File: src/mhpq_pkg.sv
// shared codes and control types for the max-heap priority queue
`default_nettype none

package mhpq_pkg;

  // operation codes carried in the op field
  localparam logic OP_PUSH = 1'b0;
  localparam logic OP_POP  = 1'b1;

  // result status codes
  localparam logic [1:0] STATUS_OK        = 2'd0;
  localparam logic [1:0] STATUS_UNDERFLOW = 2'd1;
  localparam logic [1:0] STATUS_OVERFLOW  = 2'd2;

  // per-beat command broadcast along the cell row
  typedef struct packed {
    logic push;
    logic pop;
  } mhpq_ctrl_t;

endpackage

`default_nettype wire

File: src/mhpq_cell.sv
// one slot of the sorted cell row: holds a value, inserts or shifts on command
`default_nettype none

module mhpq_cell #(
  parameter int DATA_WIDTH = 32
) (
  input  wire                          clk,
  input  wire mhpq_pkg::mhpq_ctrl_t    ctrl,
  input  wire logic [DATA_WIDTH-1:0]   ins_val,
  input  wire logic [DATA_WIDTH-1:0]   left_val,
  input  wire logic                    left_lt,
  input  wire logic [DATA_WIDTH-1:0]   right_val,
  input  wire logic                    vacant,
  output logic      [DATA_WIDTH-1:0]   val,
  output logic                         lt
);

  import mhpq_pkg::*;

  // a vacant slot counts as smaller than anything being inserted
  assign lt = vacant || ($signed(val) < $signed(ins_val));

  // insert: slots below the new value shift right by one, the first one takes it
  // pop: every slot takes its right neighbor
  always_ff @(posedge clk) begin
    if (ctrl.push) begin
      if (lt) begin
        val <= left_lt ? left_val : ins_val;
      end
    end else if (ctrl.pop) begin
      val <= right_val;
    end
  end

endmodule

`default_nettype wire

File: config.mk
export PLATFORM = sky130hd
export DESIGN_NAME = mhpq_cell
export DESIGN_NICKNAME = d
export VERILOG_FILES = /design/src/mhpq_pkg.sv /design/src/mhpq_cell.sv
export SDC_FILE = /design/constraint.sdc
export NUM_CORES = 1
export LEC_CHECK = 0
export BUFFER_PORTS_ARGS = -buffer_cell sky130_fd_sc_hd__buf_2
export CAP_MARGIN = 20
export CORE_MARGIN = 2
export CORE_UTILIZATION = 41
export DETAILED_ROUTE_END_ITERATION = 6
export PLACE_DENSITY_LB_ADDON = 0.15
export REMOVE_ABC_BUFFERS = 1
export SYNTH_ARGS = -nofsm -noshare
export SYNTH_HDL_FRONTEND = slang
export SYNTH_SLANG_ARGS = --single-unit
File: constraint.sdc
create_clock -name clk -period 4.4 [get_ports clk]
set_clock_uncertainty 0.15 [all_clocks]
set_input_delay 0.22 -clock clk [delete_from_list [all_inputs] [get_ports clk]]
set_output_delay 0.22 -clock clk [all_outputs]
set_load 0.02 [all_outputs]
Yosys cells after proc, flatten, opt, wreduce, memory -nomap -nowiden
Index checks and enable logic that the tools add are counted.
Widths: inputs -> output; s select.
Storage, ports and cells
  flip-flop bits (word level): 32
  input bits: 101
  output and inout port bits: 33
  word-level logic and storage cells: 10
Operators by class
  magnitude comparators: 1
  equal/unequal tests: 1
  mux-type cells: 4
  reduce and logical (&&, ||, !) cells: 3
Operator list (number)
  $mux 32: 4
  $lt 32x32->1: 1
  $ne 2x1->1 const B: 1
  $reduce_and 2->1: 1
  $reduce_bool 2->1: 1
  $logic_or 1x1->1: 1

Depth between registers and ports, before layout
Gate-level depths: netlist (run 1).
  word-level depth: 4
  depth in mapped cells: 8
  depth with buffers taken out: 8

Least setup slack after synthesis (run 1)
OpenSTA, ideal clock, no wires.
  path type: reg-to-reg
  from: register val[30]
  to: register val[0] (enable)
  setup time: 470 ps
  arrival: 4132 ps
  data required time: 3780 ps
  setup slack: -352 ps
  stages on the path, launching flop included: 8
  buffers on the path: 0
  clock period less this slack: 4752 ps
  path through: edfxtp_1 > ha_1 > a21oi_2 > nand2_1 > a221o_1 > a211oi_2 > o22ai_1 > a211oi_1
Between the ends
  cells in the longest elaborated chain, start to end: 4
RTL lines
  from (decl): RTL line mhpq_cell.sv:14  | output logic [DATA_WIDTH-1:0] val,
  from (signal assigned): RTL line mhpq_cell.sv:28  | val <= left_lt ? left_val : ins_val;
  from (signal assigned): RTL line mhpq_cell.sv:31  | val <= right_val;
  $lt 32x32->1: RTL line mhpq_cell.sv:21  | assign lt = vacant || ($signed(val) < $signed(ins_val));
  $logic_or 1x1->1: RTL line mhpq_cell.sv:21
  $ne 2x1->1 (no source line)
  $reduce_and 2->1 (no source line)
Every way passes these cells.
A chain may end at the register's enable or synchronous reset.

Worst setup path in the final report (run 1)
  from: register val[23]
  to: output port lt
Between the ends
  cells in the longest elaborated chain, start to end: 2
RTL lines
  $lt 32x32->1: RTL line mhpq_cell.sv:21
  $logic_or 1x1->1: RTL line mhpq_cell.sv:21
  to (decl): RTL line mhpq_cell.sv:15  | output logic lt
Every way passes these cells.

==> reports/results.txt, run 1 <==
After detailed routing, the total wire length is 5580 um. Worst path setup slack after routing: 1.50 ns. The post-route netlist has 38.3% of its cells at a drive strength greater than 1.

In the final routed layout, each cell accounts on average for 12.0 um. The number of buffers inserted by post-CTS setup repair was 0; the number of buffer and inverter instances along the worst setup path was 1. Before CTS, the worst setup slack after placement is 1.59 ns. The detail route stage leaves a number of antenna-violating nets equal to 0. The final route contains 2,227 vias.

In this run, CTS created clock tree buffers numbering 5. The number of hold buffers added after CTS was 0. The run gives 2,055 as the number of global-route vias before repair. Summed over all cells, the static leakage comes to 1.72 nW. Among all stages on the critical path, the largest delay is contributed by sky130_fd_sc_hd__edfxtp_1.

STA classifies the critical path endpoint as a primary output. Weighted congestion reported at the end of routability-driven placement: 0.720. The worst hold path begins at right_val[14]. The worst register-to-register path ends at val[17]. The clock net in this run drives a total of 32 sinks. The worst-case register-to-register setup slack was 1.62 ns.

The clock latency of the later-clocked register in the worst-skew pair is 0.27 ns, and the largest net degree at the start of global routing is 68. The tree is rooted in a sky130_fd_sc_hd__clkbuf_8. Data on the critical path arrives at its endpoint at 2.53 ns. In this run the core area contains 28 standard-cell rows. The share of the clock period used by the worst path after layout was 65.9%. For the area of all placed cells without fillers, the log shows 3310 sq um. The core area was 5890 sq um; the number of pins exceeding their max-slew limit in the final report was 0. Type of the worst setup path: flip-flop to primary output.

The number of max-cap violations came out at 0. The run gives 521 as the number of nets in the layout. The remaining routing DRC violations is 0. The height of the die is 81.7 um, and the flip-flop count of the largest register after layout is 32.

For the worst setup path, the data required time is 4.03 ns. The signal on the critical path passes through ha_1 > a21oi_1 > o21ai_1 > a221o_1 > a211oi_2 > a21boi_2 > mux2i_1 > buf_2. The global route total overflow came out at 0.

For the number of hold-slack violations in the final timing report, the log shows 0. Number of antenna violations at the first check in global routing: 0. Input and output buffers added on the ports amount to 133.

The H-tree was split into 2 levels. Counting I/O delays and the setup requirement, the final critical path takes 2.90 ns. Worst-case hold path end point: val[14]. Largest incremental delay on the critical path: 0.39 ns. The average vias per placed instance was 4.80. Ranked by total cell area, the synthesized netlist is headed by sky130_fd_sc_hd__edfxtp_1, sky130_fd_sc_hd__ha_1, sky130_fd_sc_hd__mux2i_1. The top cell type by area accounts for 38.9% of the synthesized area. The power density over cell area came out at 283 nW/um^2.

The maximum fanout count along the critical path works out to 3. The startpoint identified for the worst register-to-register timing path is val[23]. The run gives 0.345 GHz as the upper clock frequency limit. The slew of the pin with the lowest slew margin is 0.974 ns. The register with the highest flop count is val. The die covers 6670 sq um. Setup repair after global routing left no endpoint under its margin. After synthesis, flip-flops and latches occupy 38.9% of the total area. The largest registers in the layout are val (32). The logs give 17.1% for the total routing resource utilization after global routing and 34 for the number of distinct standard cells referenced by the synthesized netlist. Mapped cell area: 2470 sq um. The number of gates resized after CTS was 0. The logs give 67 for the DRC marker count from the first detailed-route iteration and 4 for the count of TritonRoute iterations in the first routing pass. On the critical path the largest part of the delay comes from compound AO/OA/AOI/OAI gates. Setup violations remaining at the end of the flow were counted as 0.

The worst pin sits at a relative slew slack of 35.0%. The count of yosys warnings during synthesis came out at 0. The run gives 2 as the number of buffers between clock root and the deepest sink. IR analysis of the VDD net gives a maximum drop of 182 uV. The post-synthesis area per instance works out to 9.62 sq um.

The completed layout was analyzed and its total power is 0.938 mW. Type of the worst min-delay path: primary input to flip-flop. The post-synthesis to final-layout area growth is 33.9%, and the first-pass GRT wire length is 8670 um. Counting cells, the worst reg-to-reg path comes to 8. 0 antenna diodes ended up in the layout. The worst hold path passes through 3 cells. TritonCTS built the clock tree.

In this run the horizontal extent of the chip is 81.7 um. The biggest area consumer among synthesized cells is sky130_fd_sc_hd__edfxtp_1. The flow ran to the end, and the final reports show no timing, DRC or antenna violations. In this run the cell area measured after placement is 3210 sq um. The half-perimeter wire length of the detailed placement result was 4440 um; the clock slew at the register clock pins of the worst setup and hold paths was 0.06 ns.

The kind of start point of the critical path is a flip-flop. For the number of top-level pins, the log shows 134. In the synthesized netlist, the number of instances is 257. The initial utilization of the core area, before any placement, comes to 42.0%. In this run, synthesis produced a sequential element count of 32.
## cells by family after synthesis
kind of cell	after synthesis	synth area share [%]
AOI/OAI and AO/OA	60	14.3
and+or+nand+nor	58	11.1
buffers and inverters	43	6.68
muxes	33	13.4
DFF	32	38.9
adders and majority gates	31	15.7
## Yosys cell counts (all sizes together)
master	count
a211o	1
a211oi	2
a21boi	1
a21o	2
a21oi	45
a221o	1
a31oi	1
buf	4
clkbuf	7
edfxtp	32
ha	31
inv	32
mux2i	33
nand2	6
nand2b	1
nand3	3
nand3b	1
nand4	6
nor2	35
nor2b	1
nor3	1
nor3b	2
nor4	1
o21ai	4
o22ai	1
o311a	1
o41ai	1
or4	1
## power by group
group | switching, mW | total, mW | internal, mW
Combinational | 0.189 | 0.331 | 0.142
Sequential | 0.0179 | 0.403 | 0.385
Clock | 0.100 | 0.205 | 0.104
Total | 0.307 | 0.938 | 0.631
## placed cells by master, fill, tap and decap left out
cell                         n
sky130_fd_sc_hd__nor2_2      1
sky130_fd_sc_hd__edfxtp_1   32
sky130_fd_sc_hd__nor2b_1     1
sky130_fd_sc_hd__nand3_1     3
sky130_fd_sc_hd__a31oi_1     1
sky130_fd_sc_hd__o21ai_1     1
sky130_fd_sc_hd__o41ai_2     1
sky130_fd_sc_hd__inv_1      32
sky130_fd_sc_hd__a211oi_4    1
sky130_fd_sc_hd__buf_4       2
sky130_fd_sc_hd__a221o_1     1
sky130_fd_sc_hd__ha_1       31
sky130_fd_sc_hd__a211oi_2    1
sky130_fd_sc_hd__buf_2     133
sky130_fd_sc_hd__nor2_1     34
sky130_fd_sc_hd__o311a_1     1
sky130_fd_sc_hd__nand2b_1    1
sky130_fd_sc_hd__buf_12      1
sky130_fd_sc_hd__o22ai_1     1
sky130_fd_sc_hd__a21oi_2     1
sky130_fd_sc_hd__o21ai_0     3
sky130_fd_sc_hd__mux2i_1    33
sky130_fd_sc_hd__nand3b_1    1
sky130_fd_sc_hd__nor4_1      1
sky130_fd_sc_hd__a21oi_1    44
sky130_fd_sc_hd__nor3b_1     2
sky130_fd_sc_hd__clkbuf_8    5
sky130_fd_sc_hd__a211o_1     1
sky130_fd_sc_hd__nor3_1      1
sky130_fd_sc_hd__nand2_1     6
sky130_fd_sc_hd__nand4_2     2
sky130_fd_sc_hd__a21boi_2    1
sky130_fd_sc_hd__or4_1       1
sky130_fd_sc_hd__a21o_1      2
sky130_fd_sc_hd__clkinv_1    2
sky130_fd_sc_hd__nand4_1     4
## area by class of cell
class | instances | area [sq um]
well taps | 75 | 93.8
inverters | 32 | 120
fillers | 549 | 2570
repair buffers | 136 | 701
clock inverters | 2 | 7.51
multi-input cells | 182 | 1360
flip-flops and latches | 32 | 961
clock buffers | 5 | 68.8
## worst max-delay path by stage
stage / from / to / slack, ns / cells past startpoint
detailed placement: val[30] / val[16] / 1.59 / 8
finish: val[23] / lt / 1.50 / 8
global placement: val[30] / val[16] / 1.66 / 8
CTS: val[23] / lt / 1.49 / 8
global route: val[23] / lt / 1.31 / 8
floorplan: val[30] / val[0] / -0.35 / 7
## worst register-to-register path: cells and delay by family (launching register included)
family | cells | cell delay (ns)
compound gates | 6 | 1.30
fa+ha+maj | 1 | 0.33
buf+inv | 1 | 0.30
flops | 1 | 0.39
## per-layer routing
metal / track usage [%] / vias to the layer above / routed length [um] / part of all wire, %
met5: 0 / - / 0 / 0
met4: 5.17 / 0 / 27 / 0.48
met3: 5.60 / 2 / 487 / 8.7
met2: 28.5 / 85 / 2550 / 46
met1: 21.2 / 940 / 2520 / 45
li1: - / 1200 / - / -
## metrics by stage
stage / setup TNS [ns] / utilization [%] / hold WS (ns) / std cells
2_1_floorplan: -11.27 / - / 0.277 / 246
3_3_place_gp: 0 / 54.6 / 0.394 / 456
3_5_place_dp: 0 / 54.6 / 0.394 / 456
4_1_cts: 0 / 55.9 / 0.0990 / 463
5_1_grt: 0 / 56.3 / 0.107 / 464
6_report: 0 / 56.3 / 0.107 / 464
(Power assumes the default switching activity.)
==> run 2: changes to the inputs <==
Settings changed: ABC_AREA set to 1, CORE_UTILIZATION 41 to 45.
Clock period 4.4 ns to 2.9 ns, I/O delays scaled along.
==> reports/results.txt, run 2 <==
The flow ran to the end, and the final reports show no timing, DRC or antenna violations. The root cell of the clock tree is sky130_fd_sc_hd__clkbuf_8. Counting I/O delays and the setup requirement, the final critical path takes 2.45 ns.

Clock latency of the later-clocked register in the worst-skew pair: 0.28 ns. The biggest area consumer among synthesized cells is sky130_fd_sc_hd__edfxtp_1. Type of the worst setup path: flip-flop to flip-flop.

The post-synthesis area per instance was 7.73 sq um; the total clock buffers created by CTS was 5. The tools report the count of yosys warnings during synthesis as 0. The die is 77.6 um tall. The horizontal die dimension came out at 77.6 um.

Counting the fill cells in the layout gives 479. Headroom to the max-slew limit came out at 58.8%. The slew of the pin with the lowest slew margin works out to 0.617 ns.

Global route total overflow: 0. Hold is met by 0.00979 ns. In this run the static leakage power is 1.80 nW. The register with the highest flop count was val.

The library cells used most frequently in the layout, excluding fill and tap cells, are sky130_fd_sc_hd__buf_2, sky130_fd_sc_hd__nand2_1, sky130_fd_sc_hd__o21ai_0. The first routing iteration left 78 violations. The run gives 278 uV as the worst IR drop on VDD. For the worst setup path, the data arrival time is 2.28 ns. The number of gates resized after cts came out at 0.

Once placement finished, the instance area stood at 3170 sq um. Number of top-level pins: 134. The core region is 5170 sq um.

The synthesized design contains 32 register bits. STA classifies the critical path startpoint as a flip-flop. Summing the sequential cell areas from Yosys gives 39.4% of the chip area. TritonCTS built the clock tree. Setup repair after global routing left no endpoint under its margin.

The synthesized design contains 32 enable-type register cells. For the level count of the clock H-tree, the log shows 2. After the last flow step, the layout net total stands at 595. The run gives 2.73 ns as the required time at the worst-slack endpoint. The number of max-cap violations was 0; the number of inserted diodes was 0. Power comes to 1.42 mW. The top routing layer in use is met4.

In the final routing, the length of wire on met1 measures 2780 um. The met2 wire length is 3370 um. The finished cells cover 3420 sq um. The total routing resource utilization after global routing is 24.1%, and the worst hold path stage count is 3. The clock slew at the register clock pins of the worst setup and hold paths came out at 0.07 ns. Row generation in the floorplan step produced 26 rows. The setup check on the worst reg-to-reg path leaves a slack of 0.45 ns. For the number of antenna violations at the first check in global routing, the log shows 1. The number of hold-slack violations in the final timing report came out at 0.

The number of pins exceeding their max-slew limit in the final report is 0. Most instantiated flip-flop cell in the synthesis netlist: sky130_fd_sc_hd__edfxtp_1. The tightest min-delay check is of the primary input to flip-flop type. Detail-routed net length per standard cell: 12.5 um. Commonest non-fill, non-tap cell in the layout: sky130_fd_sc_hd__buf_2. The register with the most flip-flops in the layout has 32 of them. The post-synthesis to final-layout area growth is 40.3%. The number of cell instances on the worst register-to-register path was 13. The run gives 47.1% as the initial cell density of the core. The critical path endpoint category is a flip-flop.

In the final layout, flip-flops and latches occupy 961 sq um. The fraction of synthesis flops using an asynchronous set or reset pin works out to 0%. The run gives 2 as the number of buffers between clock root and the deepest sink. The routed wire length on met3 came out at 453 um. Largest net degree at the start of global routing: 35. The share of the clock period used by the worst path after layout is 84.3%, and the total wire length is 6700 um. Clock tree synthesis found a total of 32 sinks. The average vias per placed instance is 4.93, and the area fraction of the dominant cell type after synthesis is 39.4%. The synthesized netlist contains 19 unique library cells.

The number of global-route vias before repair was 2,728; the maximum fanout count along the critical path was 10. Summed over all nets, the half-perimeter wirelength after detailed placement is 4940 um. The synthesized netlist cell count is 315.

Before antenna repair, the detailed router went through 4 iterations. Setup violations remaining at the end of the flow were counted as 0. Counting instances in the post-synthesis netlist gives the leading cell types as sky130_fd_sc_hd__nand2_1, sky130_fd_sc_hd__o21ai_0, sky130_fd_sc_hd__inv_1. For this design the ratio of total power to cell area is 414 nW/um^2. Summing over every cut layer, the via total after detailed routing is 2,634. The largest registers in the layout are val (32). The run gives 0 ns as the aggregate negative setup slack. In the routed design, unresolved DRC markers number 0. The mapped netlist covers 2440 sq um.

The detail route stage leaves a number of antenna-violating nets equal to 0. First-pass GRT wire length: 11,600 um. The tools report the weighted congestion reported at the end of routability-driven placement as 0.783. Ranked by total cell area, the synthesized netlist is headed by sky130_fd_sc_hd__edfxtp_1, sky130_fd_sc_hd__ha_1, sky130_fd_sc_hd__nand2_1. The multi-input combinational cells in the finished layout cover a total of 1270 sq um. The upper clock frequency limit came out at 0.409 GHz. The share of cells above drive strength 1 is 33.0%. sky130_fd_sc_hd__nand2_1 is the most common cell in the netlist.

The number of buffers added on ports was 133; the area of the die was 6020 sq um.
-- run 2: metal layers --
metal  up-vias  GRT usage (%)
met4         0           5.18
met2        90           45.4
met3         9           6.28
met1      1187           27.1
met5         -              0
li1       1348              -
-- run 2: what timing repair did --
| action | in CTS | in global routing |
|---|---|---|
| setup buffers | 0 | 0 |
| endpoints found under the hold margin | 16 | 0 |
| hold buffers | 16 | 0 |
-- run 2: report_power, final --
| group | switching, mW | internal (mW) |
|---|---|---|
| combinational | 0.281 | 0.198 |
| clock | 0.167 | 0.163 |
| sequential | 0.0260 | 0.579 |
| total | 0.474 | 0.941 |
-- run 2: through the flow --
| step | util [%] | std cells | setup WS [ns] |
|---|---|---|---|
| 2_1_floorplan | - | 303 | 0.0886 |
| 3_3_place_gp | 61.4 | 510 | 0.468 |
| 3_5_place_dp | 61.4 | 510 | 0.412 |
| 4_1_cts | 66.1 | 534 | 0.397 |
| 5_1_grt | 66.1 | 534 | 0.0751 |
| 6_report | 66.1 | 534 | 0.454 |
-- run 2: final timing paths --
path,start,to
worst max-delay path,val[5],val[20]
worst min-delay path,right_val[7],val[7]
worst max register to register,val[5],val[20]
worst min register to register,val[31],val[24]
-- run 2: logic make-up (layout without fill, tap and decap cells) --
logic type	count (synthesis)	after routing	synth area share (%)
AND/OR/NAND/NOR	113	113	18.4
buffers and inverters	55	204	8.47
AO/OA/AOI/OAI	84	84	17.7
flip-flops	32	32	39.4
adder cells (fa/ha/maj)	31	31	15.9
-- run 2: area by class of cell --
cell class	instances	share of cell area, %
clock buffers	5	2.01
clock inverters	3	0.403
inverters	43	4.72
multi-input cells	228	37.1
flip-flops and latches	32	28.1
well taps	70	2.56
repair buffers	153	25.0
-- run 2: critical path, stage by stage (launching register included) --
cell and delay (ns):
sky130_fd_sc_hd__edfxtp_1 0.39, sky130_fd_sc_hd__ha_1 0.31, sky130_fd_sc_hd__a21oi_2 0.14, sky130_fd_sc_hd__nor2_1 0.05, sky130_fd_sc_hd__nor3_2 0.12, sky130_fd_sc_hd__nand2_1 0.07
sky130_fd_sc_hd__nand2_1 0.05, sky130_fd_sc_hd__nand2_1 0.05, sky130_fd_sc_hd__nand2_1 0.07, sky130_fd_sc_hd__nand3_1 0.08, sky130_fd_sc_hd__nand3_2 0.08, sky130_fd_sc_hd__nand2_1 0.05
sky130_fd_sc_hd__nand2_1 0.27, sky130_fd_sc_hd__buf_4 0.27
